<file path="src/rtl/core/lhl_pkg.sv">
// Shared types and constants for the load level hysteresis block.
// Level codes, configuration register indexes, reset values and the
// effective-threshold struct. No dependencies.
package lhl_pkg;

  typedef logic [1:0] level_t;

  localparam level_t LVL_NORMAL = 2'd0;
  localparam level_t LVL_WARM   = 2'd1;
  localparam level_t LVL_HOT    = 2'd2;

  localparam int CFG_IDX_W  = 3;
  localparam int CFG_DATA_W = 14;

  localparam logic [CFG_IDX_W-1:0] REG_BUSY_WARM = 3'd0;
  localparam logic [CFG_IDX_W-1:0] REG_BUSY_HOT  = 3'd1;
  localparam logic [CFG_IDX_W-1:0] REG_LOAD_WARM = 3'd2;
  localparam logic [CFG_IDX_W-1:0] REG_LOAD_HOT  = 3'd3;
  localparam logic [CFG_IDX_W-1:0] REG_WARM_RISE = 3'd4;
  localparam logic [CFG_IDX_W-1:0] REG_HOT_RISE  = 3'd5;
  localparam logic [CFG_IDX_W-1:0] REG_FALL      = 3'd6;

  localparam logic [6:0]  DEF_BUSY_WARM = 7'd65;
  localparam logic [6:0]  DEF_BUSY_HOT  = 7'd85;
  localparam logic [13:0] DEF_LOAD_WARM = 14'd100;
  localparam logic [13:0] DEF_LOAD_HOT  = 14'd150;
  localparam logic [7:0]  DEF_WARM_RISE = 8'd3;
  localparam logic [7:0]  DEF_HOT_RISE  = 8'd2;
  localparam logic [7:0]  DEF_FALL      = 8'd5;

  // Thresholds as the classifier sees them (zero already replaced)
  typedef struct packed {
    logic [6:0]  busy_warm;
    logic [6:0]  busy_hot;
    logic [13:0] load_warm;
    logic [13:0] load_hot;
  } thresh_t;

endpackage

</file>
<file path="src/rtl/core/lhl_classify.sv">
// Candidate level from one registered tick: busy, load and forced levels,
// most severe wins. Depends on lhl_pkg.
module lhl_classify (
  input  lhl_pkg::thresh_t thr,
  input  logic [6:0]       busy_percent,
  input  logic [15:0]      load_hundredths,
  input  logic             load_valid,
  input  logic [1:0]       forced_level,
  output lhl_pkg::level_t  cand_level
);
  import lhl_pkg::*;

  level_t busy_lvl;
  level_t load_lvl;
  level_t forced_lvl;
  level_t max_a;

  always_comb begin
    // hot compare first so a hot threshold below warm still wins
    if (busy_percent >= thr.busy_hot) begin
      busy_lvl = LVL_HOT;
    end else if (busy_percent >= thr.busy_warm) begin
      busy_lvl = LVL_WARM;
    end else begin
      busy_lvl = LVL_NORMAL;
    end

    if (!load_valid) begin
      load_lvl = LVL_NORMAL;
    end else if (load_hundredths >= {2'b00, thr.load_hot}) begin
      load_lvl = LVL_HOT;
    end else if (load_hundredths >= {2'b00, thr.load_warm}) begin
      load_lvl = LVL_WARM;
    end else begin
      load_lvl = LVL_NORMAL;
    end

    // the unused code counts as normal
    forced_lvl = (forced_level == LVL_WARM || forced_level == LVL_HOT) ?
                 forced_level : LVL_NORMAL;

    max_a      = (busy_lvl > forced_lvl) ? busy_lvl : forced_lvl;
    cand_level = (load_lvl > max_a) ? load_lvl : max_a;
  end

endmodule

</file>
<file path="src/rtl/core/load_level_hysteresis_core.sv">
// Load level hysteresis: input register, classifier and step logic, result register.
// Throughput: one request per cycle unless the result stream stalls; the held level and streak registers
// update in the cycle the input register hands its request to the result register.
// Reset (rst_n low, synchronous): stages empty, level normal, streaks and
// change count zero, registers back to their reset values. Depends on lhl_pkg.
module load_level_hysteresis_core (
  input  logic        clk,
  input  logic        rst_n,
  // configuration write port
  input  logic                             cfg_wr_en,
  input  logic [lhl_pkg::CFG_IDX_W-1:0]    cfg_index,
  input  logic [lhl_pkg::CFG_DATA_W-1:0]   cfg_wdata,
  // input stream
  input  logic        in_tvalid,
  output logic        in_tready,
  input  logic [31:0] in_tdata,   // [6:0] busy_percent, [22:7] load_hundredths,
                                  // [24:23] forced_level, [31:25] zero
  input  logic        in_tuser,   // [0] load_valid
  // result stream
  output logic        out_tvalid,
  input  logic        out_tready,
  output logic [39:0] out_tdata   // [1:0] load_level, [2] level_changed,
                                  // [34:3] change_count, [39:35] zero
);
  import lhl_pkg::*;

  logic [6:0]  busy_warm_r, busy_hot_r;
  logic [13:0] load_warm_r, load_hot_r;
  logic [7:0]  warm_rise_r, hot_rise_r, fall_r;

  thresh_t     thr;
  logic [7:0]  warm_rise_eff, hot_rise_eff, fall_eff;

  logic        s1_valid_r;
  logic [6:0]  s1_busy_r;
  logic [15:0] s1_load_r;
  logic        s1_lvalid_r;
  logic [1:0]  s1_forced_r;

  logic        out_valid_r;
  logic [39:0] out_data_r;

  level_t      held_r, held_nxt;
  logic [7:0]  rise_r, rise_nxt, fall_str_r, fall_str_nxt;
  logic [31:0] total_r, total_nxt;

  level_t      cand;
  logic        in_fire, advance;
  logic [7:0]  need, rise_bump, fall_bump;

  // a register written as zero acts as its reset value
  always_comb begin
    thr.busy_warm = (busy_warm_r != '0) ? busy_warm_r : DEF_BUSY_WARM;
    thr.busy_hot  = (busy_hot_r  != '0) ? busy_hot_r  : DEF_BUSY_HOT;
    thr.load_warm = (load_warm_r != '0) ? load_warm_r : DEF_LOAD_WARM;
    thr.load_hot  = (load_hot_r  != '0) ? load_hot_r  : DEF_LOAD_HOT;
    warm_rise_eff = (warm_rise_r != '0) ? warm_rise_r : DEF_WARM_RISE;
    hot_rise_eff  = (hot_rise_r  != '0) ? hot_rise_r  : DEF_HOT_RISE;
    fall_eff      = (fall_r      != '0) ? fall_r      : DEF_FALL;
  end

  always_ff @(posedge clk) begin
    if (!rst_n) begin
      busy_warm_r <= DEF_BUSY_WARM;
      busy_hot_r  <= DEF_BUSY_HOT;
      load_warm_r <= DEF_LOAD_WARM;
      load_hot_r  <= DEF_LOAD_HOT;
      warm_rise_r <= DEF_WARM_RISE;
      hot_rise_r  <= DEF_HOT_RISE;
      fall_r      <= DEF_FALL;
    end else if (cfg_wr_en) begin
      unique case (cfg_index)
        REG_BUSY_WARM: busy_warm_r <= cfg_wdata[6:0];
        REG_BUSY_HOT:  busy_hot_r  <= cfg_wdata[6:0];
        REG_LOAD_WARM: load_warm_r <= cfg_wdata;
        REG_LOAD_HOT:  load_hot_r  <= cfg_wdata;
        REG_WARM_RISE: warm_rise_r <= cfg_wdata[7:0];
        REG_HOT_RISE:  hot_rise_r  <= cfg_wdata[7:0];
        REG_FALL:      fall_r      <= cfg_wdata[7:0];
        default: ;  // drop writes to unknown indexes
      endcase
    end
  end

  assign advance   = s1_valid_r && (!out_valid_r || out_tready);
  assign in_tready = !s1_valid_r || !out_valid_r || out_tready;
  assign in_fire   = in_tvalid && in_tready;

  always_ff @(posedge clk) begin
    if (!rst_n) begin
      s1_valid_r <= 1'b0;
    end else if (in_fire) begin
      s1_valid_r <= 1'b1;
    end else if (advance) begin
      s1_valid_r <= 1'b0;
    end
  end

  always_ff @(posedge clk) begin
    if (in_fire) begin
      s1_busy_r   <= in_tdata[6:0];
      s1_load_r   <= in_tdata[22:7];
      s1_forced_r <= in_tdata[24:23];
      s1_lvalid_r <= in_tuser;
    end
  end

  lhl_classify u_classify (
    .thr             (thr),
    .busy_percent    (s1_busy_r),
    .load_hundredths (s1_load_r),
    .load_valid      (s1_lvalid_r),
    .forced_level    (s1_forced_r),
    .cand_level      (cand)
  );

  always_comb begin
    need         = (held_r == LVL_NORMAL) ? warm_rise_eff : hot_rise_eff;
    rise_bump    = (rise_r == 8'hFF) ? 8'hFF : rise_r + 8'd1;
    fall_bump    = (fall_str_r == 8'hFF) ? 8'hFF : fall_str_r + 8'd1;
    held_nxt     = held_r;
    rise_nxt     = 8'd0;
    fall_str_nxt = 8'd0;
    if (cand > held_r) begin
      if (rise_bump >= need) begin
        held_nxt = held_r + 2'd1;
      end else begin
        rise_nxt = rise_bump;
      end
    end else if (cand < held_r) begin
      if (fall_bump >= fall_eff) begin
        held_nxt = held_r - 2'd1;
      end else begin
        fall_str_nxt = fall_bump;
      end
    end
    total_nxt = (held_nxt != held_r) ? total_r + 32'd1 : total_r;
  end

  always_ff @(posedge clk) begin
    if (!rst_n) begin
      held_r     <= LVL_NORMAL;
      rise_r     <= 8'd0;
      fall_str_r <= 8'd0;
      total_r    <= 32'd0;
    end else if (advance) begin
      held_r     <= held_nxt;
      rise_r     <= rise_nxt;
      fall_str_r <= fall_str_nxt;
      total_r    <= total_nxt;
    end
  end

  always_ff @(posedge clk) begin
    if (!rst_n) begin
      out_valid_r <= 1'b0;
    end else if (advance) begin
      out_valid_r <= 1'b1;
    end else if (out_tready) begin
      out_valid_r <= 1'b0;
    end
  end

  always_ff @(posedge clk) begin
    if (advance) begin
      out_data_r <= {5'd0, total_nxt, (held_nxt != held_r), held_nxt};
    end
  end

  assign out_tvalid = out_valid_r;
  assign out_tdata  = out_data_r;

endmodule

</file>
<file path="config.mk">
export PLATFORM = sky130hd
export DESIGN_NAME = load_level_hysteresis_core
export DESIGN_NICKNAME = d
export VERILOG_FILES = /design/src/rtl/core/lhl_pkg.sv /design/src/rtl/core/lhl_classify.sv /design/src/rtl/core/load_level_hysteresis_core.sv
export SDC_FILE = /design/constraint.sdc
export NUM_CORES = 1
export LEC_CHECK = 0
export ABC_AREA = 1
export BUFFER_PORTS_ARGS = -buffer_cell sky130_fd_sc_hd__clkbuf_2
export CAP_MARGIN = 25
export CORE_MARGIN = 8
export CORE_UTILIZATION = 40
export DETAILED_ROUTE_END_ITERATION = 16
export HOLD_SLACK_MARGIN = 0.12
export SLEW_MARGIN = 20
export SYNTH_ARGS = -nofsm -noshare
export SYNTH_HDL_FRONTEND = slang
export SYNTH_SLANG_ARGS = --single-unit
</file>
<file path="constraint.sdc">
create_clock -name clk -period 11.5 [get_ports clk]
set_clock_uncertainty 0.05 [all_clocks]
set_input_delay 1.725 -clock clk [delete_from_list [all_inputs] [get_ports clk]]
set_output_delay 1.725 -clock clk [all_outputs]
set_load 0.02 [all_outputs]
</file>
==> results.md, run 1 <==
- CP Class: flop to flop
- DR vias/cell: 4.786
- Share of layout cells above drive strength 1: 0.1094
- Placed Cells: 1682
- Pre-antenna DRT Iters: 5
- Vias: 8203
- Area grow syn2layout: 12.41%
- First-pass GRT wire length: 37960 um
- Clk pin slew, worst setup/hold paths: 0.08 ns
- RSZ-0062 raised after global routing: no
- Max Used Layer: met4
- Metal2 WL: 10370 um
- Library cells used by synthesis: 45
- Post-synthesis cell area: 0.009893 mm2
- Starting density of the core: 0.4068
- Post-Place Cell Area: 0.01054 mm2
- Gpl congestion: 0.8368
- Pwr/cell area: 139.7 mW/mm2
- Number of antenna violations at the first check in global routing: 0
- Final Hold Fails: 0
- DIE HEIGHT: 173.3 um
- Row cnt: 57
- Cell mode on critical path: nand2_1
- Number of flops mapped to enable cells by yosys: 61
- Post-route ant nets: 0
- Fin area: 0.01112 mm2
- Syn Area/Cell: 7.558 um2
- Global Route Usage Sum: 0.1509
- Vias in the first global route: 7812
- Crit path DAT: 5.52 ns
- Setup violators final: 0
- Largest net degree at the start of global routing: 76
- Final Max Slew Viols: 0
- Critical path data required time: 11.62 ns
- Met3 WL: 665 um
- I/O Pins: 97
- Critical-path maximum fanout: 35
- Largest cells by area after synthesis: dfxtp_1 (24%), edfxtp_1 (19%), nand2_1 (12%)
- Async S/R FF share, synth: 0
- Final Instance Count excl. Fillers: 1714
- Area of the die: 0.03002 mm2
- Final net count: 1502
- Crit-path leading delay family: simple AND/OR/NAND/NOR gates
- Clock sinks: 179
- Cells after Synth: 1309
- Synth warn: 0
- Worst Setup Start Kind: flop
- Outcome: finished clean
- Worst Path Buf+Inv: 3
- Max Root-Sink Buffers: 2
- Tmin final: 5.400 ns
- Final hold slack: 0.4204 ns
- TritonCTS Buffers: 17
- Clk_lat worst skew: 0.44 ns
- Routed WL: 22370 um
- Routed length per placed instance: 13.05 um
- Register area share after synthesis: 0.4239
- Worst setup EP type: flop
- Filler Cell Count: 2445
- Max cap viols: 0
- CTS tree: done
- Max Clock Freq: 185.2 MHz
- Worst min path class: flop to flop
- Core area: 0.02432 mm2
- Cts hold-fix bufs: 0
- Top FF cell, synth: dfxtp_1
- Met1 wire length: 11040 um
- Port bufs: 84
- Worst VDD drop: 0.08078 mV
- Sequential Area: 0.004194 mm2
- Setup TNS: 0 ns
- Leakage: 5.081 nW
- DRC viols: 0
- Worst-Margin Slew: 0.8194 ns
- CTS root buffer: clkbuf_16
- GRT Residual Overflow: 0
- CP max-delay cell: nand2_2
- Multi-input logic area: 0.004858 mm2
- Final HPWL DP: 16320 um
- Delay of the slowest critical-path stage: 0.59 ns
- DP Worst Slack: 6.065 ns
- Final setup margin: 6.100 ns
- H-Tree Depth: 4
- Yosys top cell by area: dfxtp_1
- Setup Fix Bufs, Post-CTS: 0
- Synth Register Bits: 179
- # diodes: 0
- Initial DRC Count: 422
- Die Wd: 173.3 um
- Slew margin rel.: 0.4518
- Final Cycle Share: 0.4696
- Share of the synthesized area in the top cell type: 0.2388
- Resized cells post-CTS: 0
==> where the power goes <==
group	total, mW	switching, mW	internal, mW
clock network	0.580	0.287	0.293
registers	0.720	0.0243	0.696
logic	0.253	0.171	0.0825
==> logic make-up after synthesis <==
group	Yosys count	share of synthesized area
flops	179	0.4239
simple gates	637	0.2790
mux	3	0.003035
xor+xnor	23	0.02036
fa+ha+maj	70	0.08853
other cells	1	0.0003790
buf+inv	209	0.08676
compound gates	187	0.09802
==> path summary, 6_finish.rpt <==
kind	startpoint	to	slack [ns]	depth (start not counted)
setup / recovery	busy_hot_r[3]	out_tdata[33]	6.10	29
hold / removal	s1_valid_r	out_tvalid	0.42	2
setup reg to reg	busy_hot_r[3]	out_tdata[33]	6.10	29
hold reg to reg	s1_valid_r	out_tvalid	0.42	2
==> tightest hold or removal path: cells and delay by family (launching register included) <==
kind / cells / cell delay [ns]
buffers and inverters: 1 / 0.06
AO/OA/AOI/OAI: 1 / 0.06
flip-flops: 1 / 0.31
==> metrics by stage <==
| stage | utilization | total power [mW] |
|---|---|---|
| 3_5_place_dp | 0.4332 | 0.9902 |
| 6_report | 0.4573 | 1.553 |
| 5_1_grt | 0.4573 | 1.640 |
| 3_3_place_gp | 0.4332 | 0.9849 |
| 2_1_floorplan | - | 0.9238 |
| 4_1_cts | 0.4573 | 1.569 |
==> sequential cells by signal (all words and copies together), names as in the netlist <==
signal / count
held_r: 2
total_r: 32
out_tdata: 35
s1_busy_r: 7
fall_r: 8
s1_valid_r: 1
s1_forced_r: 2
load_hot_r: 14
load_warm_r: 14
hot_rise_r: 8
busy_warm_r: 7
out_tvalid: 1
s1_lvalid_r: 1
warm_rise_r: 8
busy_hot_r: 7
fall_str_r: 8
s1_load_r: 16
rise_r: 8
==> per-layer routing <==
layer,vias to the layer above,GRT usage
li1,4415,-
met1,3658,0.1998
met2,108,0.2464
met3,22,0.03006
met4,0,0.04168
met5,-,0
==> cell usage in the layout (no fill, tap or decap), drive strengths merged <==
cell type  count
nand2        328
inv          172
nor2         143
dfxtp        118
nand3        117
a21oi        104
clkbuf       101
ha            70
o21ai         69
edfxtp        61
xor2          22
nor3          13
nor4          12
nand4         12
clkinv         8
o211ai         5
or2            5
conb           5
buf            5
o21a           4
nand3b         3
nor3b          3
mux2i          3
a21o           1
xnor2          1
or3            1
a22oi          1
a31oi          1
o31ai          1
o21bai         1
==> area by class of cell <==
cell class,count,area share
timing repair buffer,89,0.04118
sequential,179,0.3771
inverter,165,0.05569
tap,324,0.03645
multi-input combinational,925,0.4369
clock inverter,15,0.01440
clock buffer,17,0.03825
==> cell usage after synthesis, types with 11 or more instances <==
library cell / instances
a21oi_1: 104
clkbuf_1: 24
dfxtp_1: 118
edfxtp_1: 61
ha_1: 70
inv_1: 159
nand2_1: 321
nand3_1: 114
nand4_1: 11
nor2_1: 136
nor4_1: 12
o21ai_0: 69
xor2_1: 22
(Power assumes the default switching activity.)
==> inputs of run 2 (changes only) <==
clock period = 5.29 ns   (was 11.5 ns; I/O delays follow)
==> run 2 against run 1 <==
Net effect: global-route usage is 0.14 points lower; die area unchanged; wire length about the same; register-to-register slack got worse by 5.6 ns; largest power group unchanged; power up 120%; clock power rose by 110%; worst setup slack lost 5.6 ns; core utilization rose by 0.23 points; worst hold slack better by 0.0071 ns; highest routed layer unchanged; critical endpoint is now out_tdata[30]; fmax up 12%.
==> results.md, run 2 (same netlist as run 1, synthesis figures left out) <==
- Pwr/cell area: 300.2 mW/mm2 (was 139.7 mW/mm2)
- Final Max Slew Viols: 0 (unchanged)
- Filler Cell Count: 2417 (was 2445)
- Vias in the first global route: 7659 (was 7812)
- First-pass GRT wire length: 37580 um (was 37960 um)
- Area of the die: 0.03002 mm2 (unchanged)
- Initial DRC Count: 542 (was 422)
- Worst Path Buf+Inv: 5 (was 3)
- Critical path origin: busy_warm_r[2] (was busy_hot_r[3])
- Worst setup EP type: flop (unchanged)
- Final setup margin: 0.4765 ns (was 6.100 ns)
- Leakage: 5.094 nW (was 5.081 nW)
- Commonest non-fill, non-tap cell in the layout: nand2_1 (unchanged)
- Worst Setup Start Kind: flop (unchanged)
- Clock power frac: 0.365 (was 0.373)
- Row cnt: 57 (unchanged)
- Vias: 8320 (was 8203)
- Largest net degree at the start of global routing: 76 (unchanged)
- Max reg flops: 35 (unchanged)
- Max Root-Sink Buffers: 2 (unchanged)
- Number of antenna violations at the first check in global routing: 0 (unchanged)
- Share of layout cells above drive strength 1: 0.1118 (was 0.1094)
- Post-route ant nets: 0 (unchanged)
- Pwr Total: 3.355 mW (was 1.553 mW)
- Cell mode on critical path: nand2_1 (unchanged)
- Critical path data required time: 5.41 ns (was 11.62 ns)
- Crit path DAT: 4.93 ns (was 5.52 ns)
- Sw frac: 0.2995 (was 0.3107)
- Worst min path class: flop to flop (unchanged)
- Setup TNS: 0 ns (unchanged)
- Reg power frac: 0.467 (was 0.463)
- Outcome: finished clean (unchanged)
- Final hold slack: 0.4276 ns (was 0.4204 ns)
- Area grow syn2layout: 12.98% (was 12.41%)
- Final Cycle Share: 0.9099 (was 0.4696)
- Clk pin slew, worst setup/hold paths: 0.08 ns (about the same)
- Delay of the slowest critical-path stage: 0.36 ns (was 0.59 ns)
- DP Worst Slack: 0.2090 ns (was 6.065 ns)
- Critical-path maximum fanout: 22 (was 35)
- TritonCTS Buffers: 17 (unchanged)
- R2R depth: 30 (was 29)
- Reg-to-Reg Start: busy_warm_r[2] (was busy_hot_r[3])
- Tmin final: 4.814 ns (was 5.400 ns)
- Critical Path End: out_tdata[30] (was out_tdata[33])
- Final Instance Count excl. Fillers: 1719 (was 1714)
- # diodes: 0 (unchanged)
- Final HPWL DP: 16580 um (was 16320 um)
- Global Route Usage Sum: 0.1495 (was 0.1509)
- Logic depth of the worst setup path including buffers: 30 (was 29)
- Flop2flop setup slack: 0.48 ns (was 6.10 ns)
- Setup violators final: 0 (unchanged)
- Port bufs: 84 (unchanged)
- Combinational Power Share: 0.168 (was 0.163)
- Max Clock Freq: 207.7 MHz (was 185.2 MHz)
- I/O Pins: 97 (unchanged)
- GRT Residual Overflow: 0 (unchanged)
- Starting density of the core: 0.4068 (unchanged)
- Commonest non-fill, non-tap cells in the layout: nand2_1 (321), inv_1 (159), nor2_1 (135) (unchanged)
- Core area: 0.02432 mm2 (unchanged)
- Routed length per placed instance: 13.01 um (was 13.05 um)
- Placed Cells: 1687 (was 1682)
- Routed WL: 22360 um (was 22370 um)
- Max cap viols: 0 (unchanged)
- Die Wd: 173.3 um (unchanged)
- Gpl congestion: 0.8791 (was 0.8368)
- Final Hold Fails: 0 (unchanged)
- DR vias/cell: 4.840 (was 4.786)
- CTS root buffer: clkbuf_16 (unchanged)
- CP max-delay cell: or3_1 (was nand2_2)
- Slew margin rel.: 0.3933 (was 0.4518)
- Power Internal: 2.350 mW (was 1.071 mW)
- DRC viols: 0 (unchanged)
- Final net count: 1507 (was 1502)
- Crit-path leading delay family: simple AND/OR/NAND/NOR gates (unchanged)
- Worst-Margin Slew: 0.9087 ns (was 0.8194 ns)
- RR Endpoint: out_tdata[30] (was out_tdata[33])
- Pre-antenna DRT Iters: 5 (unchanged)
- CP Class: flop to flop (unchanged)
- Multi-input logic area: 0.004891 mm2 (was 0.004858 mm2)
- H-Tree Depth: 4 (unchanged)
- CTS tree: done (unchanged)
- Worst VDD drop: 0.1712 mV (was 0.08078 mV)
- Clk_lat worst skew: 0.43 ns (was 0.44 ns)
- DIE HEIGHT: 173.3 um (unchanged)
- Sequential Area: 0.004194 mm2 (unchanged)
- Net Switching: 1.005 mW (was 0.4826 mW)
- Setup Fix Bufs, Post-CTS: 0 (unchanged)
- Clock sinks: 179 (unchanged)
## run 2: repair_timing
action / CTS / global route
resized for setup: 0 / 4
setup endpoints to repair: 0 / 67
hold buffers: 0 / 0
## run 2: per-layer routing
metal | vias up | track usage | share of wire
li1 | 4419 | - | -
met5 | - | 0 | 0
met2 | 147 | 0.2462 | 0.47
met3 | 26 | 0.03071 | 0.041
met4 | 0 | 0.04563 | 0.016
met1 | 3728 | 0.1938 | 0.47
## run 2: worst min path at each step
| stage | startpoint | endpoint | slack (ns) | cells after the start |
|---|---|---|---|---|
| floorplan | hot_rise_r[1] | hot_rise_r[1] | 0.38 | 2 |
| global placement | s1_valid_r | out_tvalid | 0.41 | 2 |
| detailed placement | warm_rise_r[2] | warm_rise_r[2] | 0.42 | 2 |
| CTS | warm_rise_r[2] | warm_rise_r[2] | 0.43 | 2 |
| global route | warm_rise_r[2] | warm_rise_r[2] | 0.44 | 2 |
| finish | s1_valid_r | out_tvalid | 0.43 | 2 |
## run 2: cell type report
class / instances / share of cell area
inverter: 165 / 0.05541
tap: 324 / 0.03627
clock buffer: 20 / 0.04097
sequential: 179 / 0.3752
clock inverter: 12 / 0.01019
multi-input combinational: 925 / 0.4376
timing repair buffer: 94 / 0.04433
## run 2: per-stage QoR
stage / instance area [um2] / utilization
finish: 11180 / 0.4596
detailed placement: 10570 / 0.4347
CTS: 11140 / 0.4583
global route: 11180 / 0.4596
global placement: 10570 / 0.4347
floorplan: 9908 / -
## run 2: worst reg2reg max path: cells and delay by family, from the launching register on
kind | cells | cell delay, ns
and+or+nand+nor | 18 | 2.07
buffers and inverters | 5 | 0.63
DFF | 1 | 0.30
AOI/OAI and AO/OA | 3 | 0.50
adders and majority gates | 4 | 1.01
## run 2: power groups by stage
stage / combinational (mW) / clock (mW) / sequential (mW)
after floorplan: 0.397 / 0 / 1.61
after global placement: 0.548 / 0 / 1.60
after detailed placement: 0.560 / 0 / 1.60
after CTS: 0.561 / 1.27 / 1.57
after global routing: 0.645 / 1.33 / 1.58
final: 0.563 / 1.23 / 1.57
==> inputs of run 3 (changes only) <==
MAX_ROUTING_LAYER = met4   (was default)
==> run 3 against run 2 <==
Net effect: first-iteration DRC count decreased by 14%; sequential share of layout area unchanged; clock power barely moved; worst setup slack better by 0.0077 ns; via count grew 0.17%; register-to-register slack is essentially flat; largest power group unchanged; count of clock-buffer cells in the layout unchanged.
==> results.md, run 3 (same netlist as run 1, synthesis figures left out) <==
- Outcome: finished clean (unchanged)
- Final net count: 1507 (unchanged)
- Resized cells post-CTS: 0 (unchanged)
- CTS root buffer: clkbuf_16 (unchanged)
- Sw frac: 0.3004 (was 0.2995)
- Commonest non-fill, non-tap cell in the layout: nand2_1 (unchanged)
- Die Wd: 173.3 um (unchanged)
- First-pass GRT wire length: 37560 um (was 37580 um)
- RR Endpoint: out_tdata[30] (unchanged)
- Setup Fix Bufs, Post-CTS: 0 (unchanged)
- Vias in the first global route: 7668 (was 7659)
- Metal2 WL: 10520 um (was 10550 um)
- Final hold slack: 0.4273 ns (was 0.4276 ns)
- Routed WL: 22410 um (was 22360 um)
- Core area: 0.02432 mm2 (unchanged)
- R2R depth: 30 (unchanged)
- Cts hold-fix bufs: 0 (unchanged)
- Cell mode on critical path: nand2_1 (unchanged)
- Reg-to-Reg Start: busy_warm_r[2] (unchanged)
- Reg power frac: 0.466 (was 0.467)
- DP Worst Slack: 0.2090 ns (unchanged)
- Filler Cell Count: 2417 (unchanged)
- Area grow syn2layout: 12.98% (unchanged)
- Combinational Power Share: 0.167 (was 0.168)
- Final Cycle Share: 0.9085 (was 0.9099)
- Critical Path End: out_tdata[30] (unchanged)
- Final Hold Fails: 0 (unchanged)
- Worst-Margin Slew: 0.9105 ns (was 0.9087 ns)
- Global Route Usage Sum: 0.1538 (was 0.1495)
- Max reg flops: 35 (unchanged)
- DRC viols: 0 (unchanged)
- Clock power frac: 0.366 (was 0.365)
- DIE HEIGHT: 173.3 um (unchanged)
- Final setup margin: 0.4842 ns (was 0.4765 ns)
- Share of layout cells above drive strength 1: 0.1118 (unchanged)
- CTS tree: done (unchanged)
- Flop2flop setup slack: 0.48 ns (about the same)
- Delay of the slowest critical-path stage: 0.36 ns (about the same)
- Commonest non-fill, non-tap cells in the layout: nand2_1 (321), inv_1 (159), nor2_1 (135) (unchanged)
- DR vias/cell: 4.848 (was 4.840)
- Setup TNS: 0 ns (unchanged)
- Max Root-Sink Buffers: 2 (unchanged)
- Number of antenna violations at the first check in global routing: 0 (unchanged)
- Initial DRC Count: 467 (was 542)
- # diodes: 0 (unchanged)
- Critical path data required time: 5.41 ns (about the same)
- Routed length per placed instance: 13.04 um (was 13.01 um)
- CP Class: flop to flop (unchanged)
- Setup violators final: 0 (unchanged)
- Pwr/cell area: 300.6 mW/mm2 (was 300.2 mW/mm2)
- Net Switching: 1.009 mW (was 1.005 mW)
- CP max-delay cell: or3_1 (unchanged)
- Worst setup EP type: flop (unchanged)
- Slew margin rel.: 0.3921 (was 0.3933)
- Pre-antenna DRT Iters: 5 (unchanged)
- Max cap viols: 0 (unchanged)
- Power Internal: 2.350 mW (about the same)
- Max Clock Freq: 208.1 MHz (was 207.7 MHz)
- H-Tree Depth: 4 (unchanged)
- Worst min path class: flop to flop (unchanged)
- Largest net degree at the start of global routing: 76 (unchanged)
- Met1 wire length: 10670 um (was 10540 um)
- Worst VDD drop: 0.1707 mV (was 0.1712 mV)
- TritonCTS Buffers: 17 (unchanged)
- Vias: 8334 (was 8320)
- Area of the die: 0.03002 mm2 (unchanged)
- Starting density of the core: 0.4068 (unchanged)
- Critical path origin: busy_warm_r[2] (unchanged)
- Clk_lat worst skew: 0.43 ns (about the same)
- Final HPWL DP: 16580 um (unchanged)
- Clock sinks: 179 (unchanged)
- GRT Residual Overflow: 0 (unchanged)
- Critical-path maximum fanout: 22 (unchanged)
- Met3 WL: 887 um (was 915 um)
- Row cnt: 57 (unchanged)
- Leakage: 5.094 nW (unchanged)
- Crit path DAT: 4.93 ns (about the same)
- Final Max Slew Viols: 0 (unchanged)
- Max Used Layer: met4 (unchanged)
- I/O Pins: 97 (unchanged)
- Clk pin slew, worst setup/hold paths: 0.08 ns (about the same)
- Post-route ant nets: 0 (unchanged)
- Worst Setup Start Kind: flop (unchanged)
- Gpl congestion: 0.8937 (was 0.8791)
- Port bufs: 84 (unchanged)
- Tmin final: 4.806 ns (was 4.814 ns)
run 3: cell counts in the layout (fill, tap and decap cells not counted):
No cell type changed its count.
run 3: metal layers:
layer  up-vias  global-route usage
li1       4420                   -
met1      3734              0.1957
met2       152              0.2462
met3        28             0.03028
met4         0             0.04132
met5         -                   -
run 3: final cells by class:
| type | instances | area [um2] | area share |
|---|---|---|---|
| Clock buffer | 20 | 457.9 | 0.04097 |
| Clock inverter | 12 | 113.9 | 0.01019 |
| Inverter | 165 | 619.3 | 0.05541 |
| Multi-Input combinational cell | 925 | 4891 | 0.4376 |
| Sequential cell | 179 | 4194 | 0.3752 |
| Tap cell | 324 | 405.4 | 0.03627 |
| Timing Repair Buffer | 94 | 495.5 | 0.04433 |
run 3: through the flow:
step	area, um2	utilization	instances	total power, mW
after CTS	11140	0.4583	1719	3.393
final	11180	0.4596	1719	3.359
after floorplan	9908	-	1313	2.008
after global placement	10570	0.4347	1687	2.144
after detailed placement	10570	0.4347	1687	2.156
after global routing	11180	0.4596	1719	3.553
run 3: how the worst min path moves through the flow:
stage	start	to	slack [ns]	depth (start not counted)
floorplan	hot_rise_r[1]	hot_rise_r[1]	0.38	2
global placement	s1_valid_r	out_tvalid	0.41	2
detailed placement	warm_rise_r[2]	warm_rise_r[2]	0.42	2
CTS	warm_rise_r[2]	warm_rise_r[2]	0.43	2
global route	warm_rise_r[2]	warm_rise_r[2]	0.44	2
finish	s1_valid_r	out_tvalid	0.43	2
run 3: power by group through the flow:
| stage | registers (mW) | logic (mW) | clock network (mW) |
|---|---|---|---|
| 6_report | 1.57 | 0.563 | 1.23 |
| 5_1_grt | 1.58 | 0.645 | 1.33 |
| 4_1_cts | 1.57 | 0.561 | 1.27 |
| 3_5_place_dp | 1.60 | 0.560 | 0 |
| 3_3_place_gp | 1.60 | 0.548 | 0 |
| 2_1_floorplan | 1.61 | 0.397 | 0 |
run 3: critical path, delay by kind of cell (launching register included):
kind	cells	cell delay [ns]
compound gates	3	0.50
simple gates	18	2.06
fa+ha+maj	4	1.01
buf+inv	5	0.63
flops	1	0.30
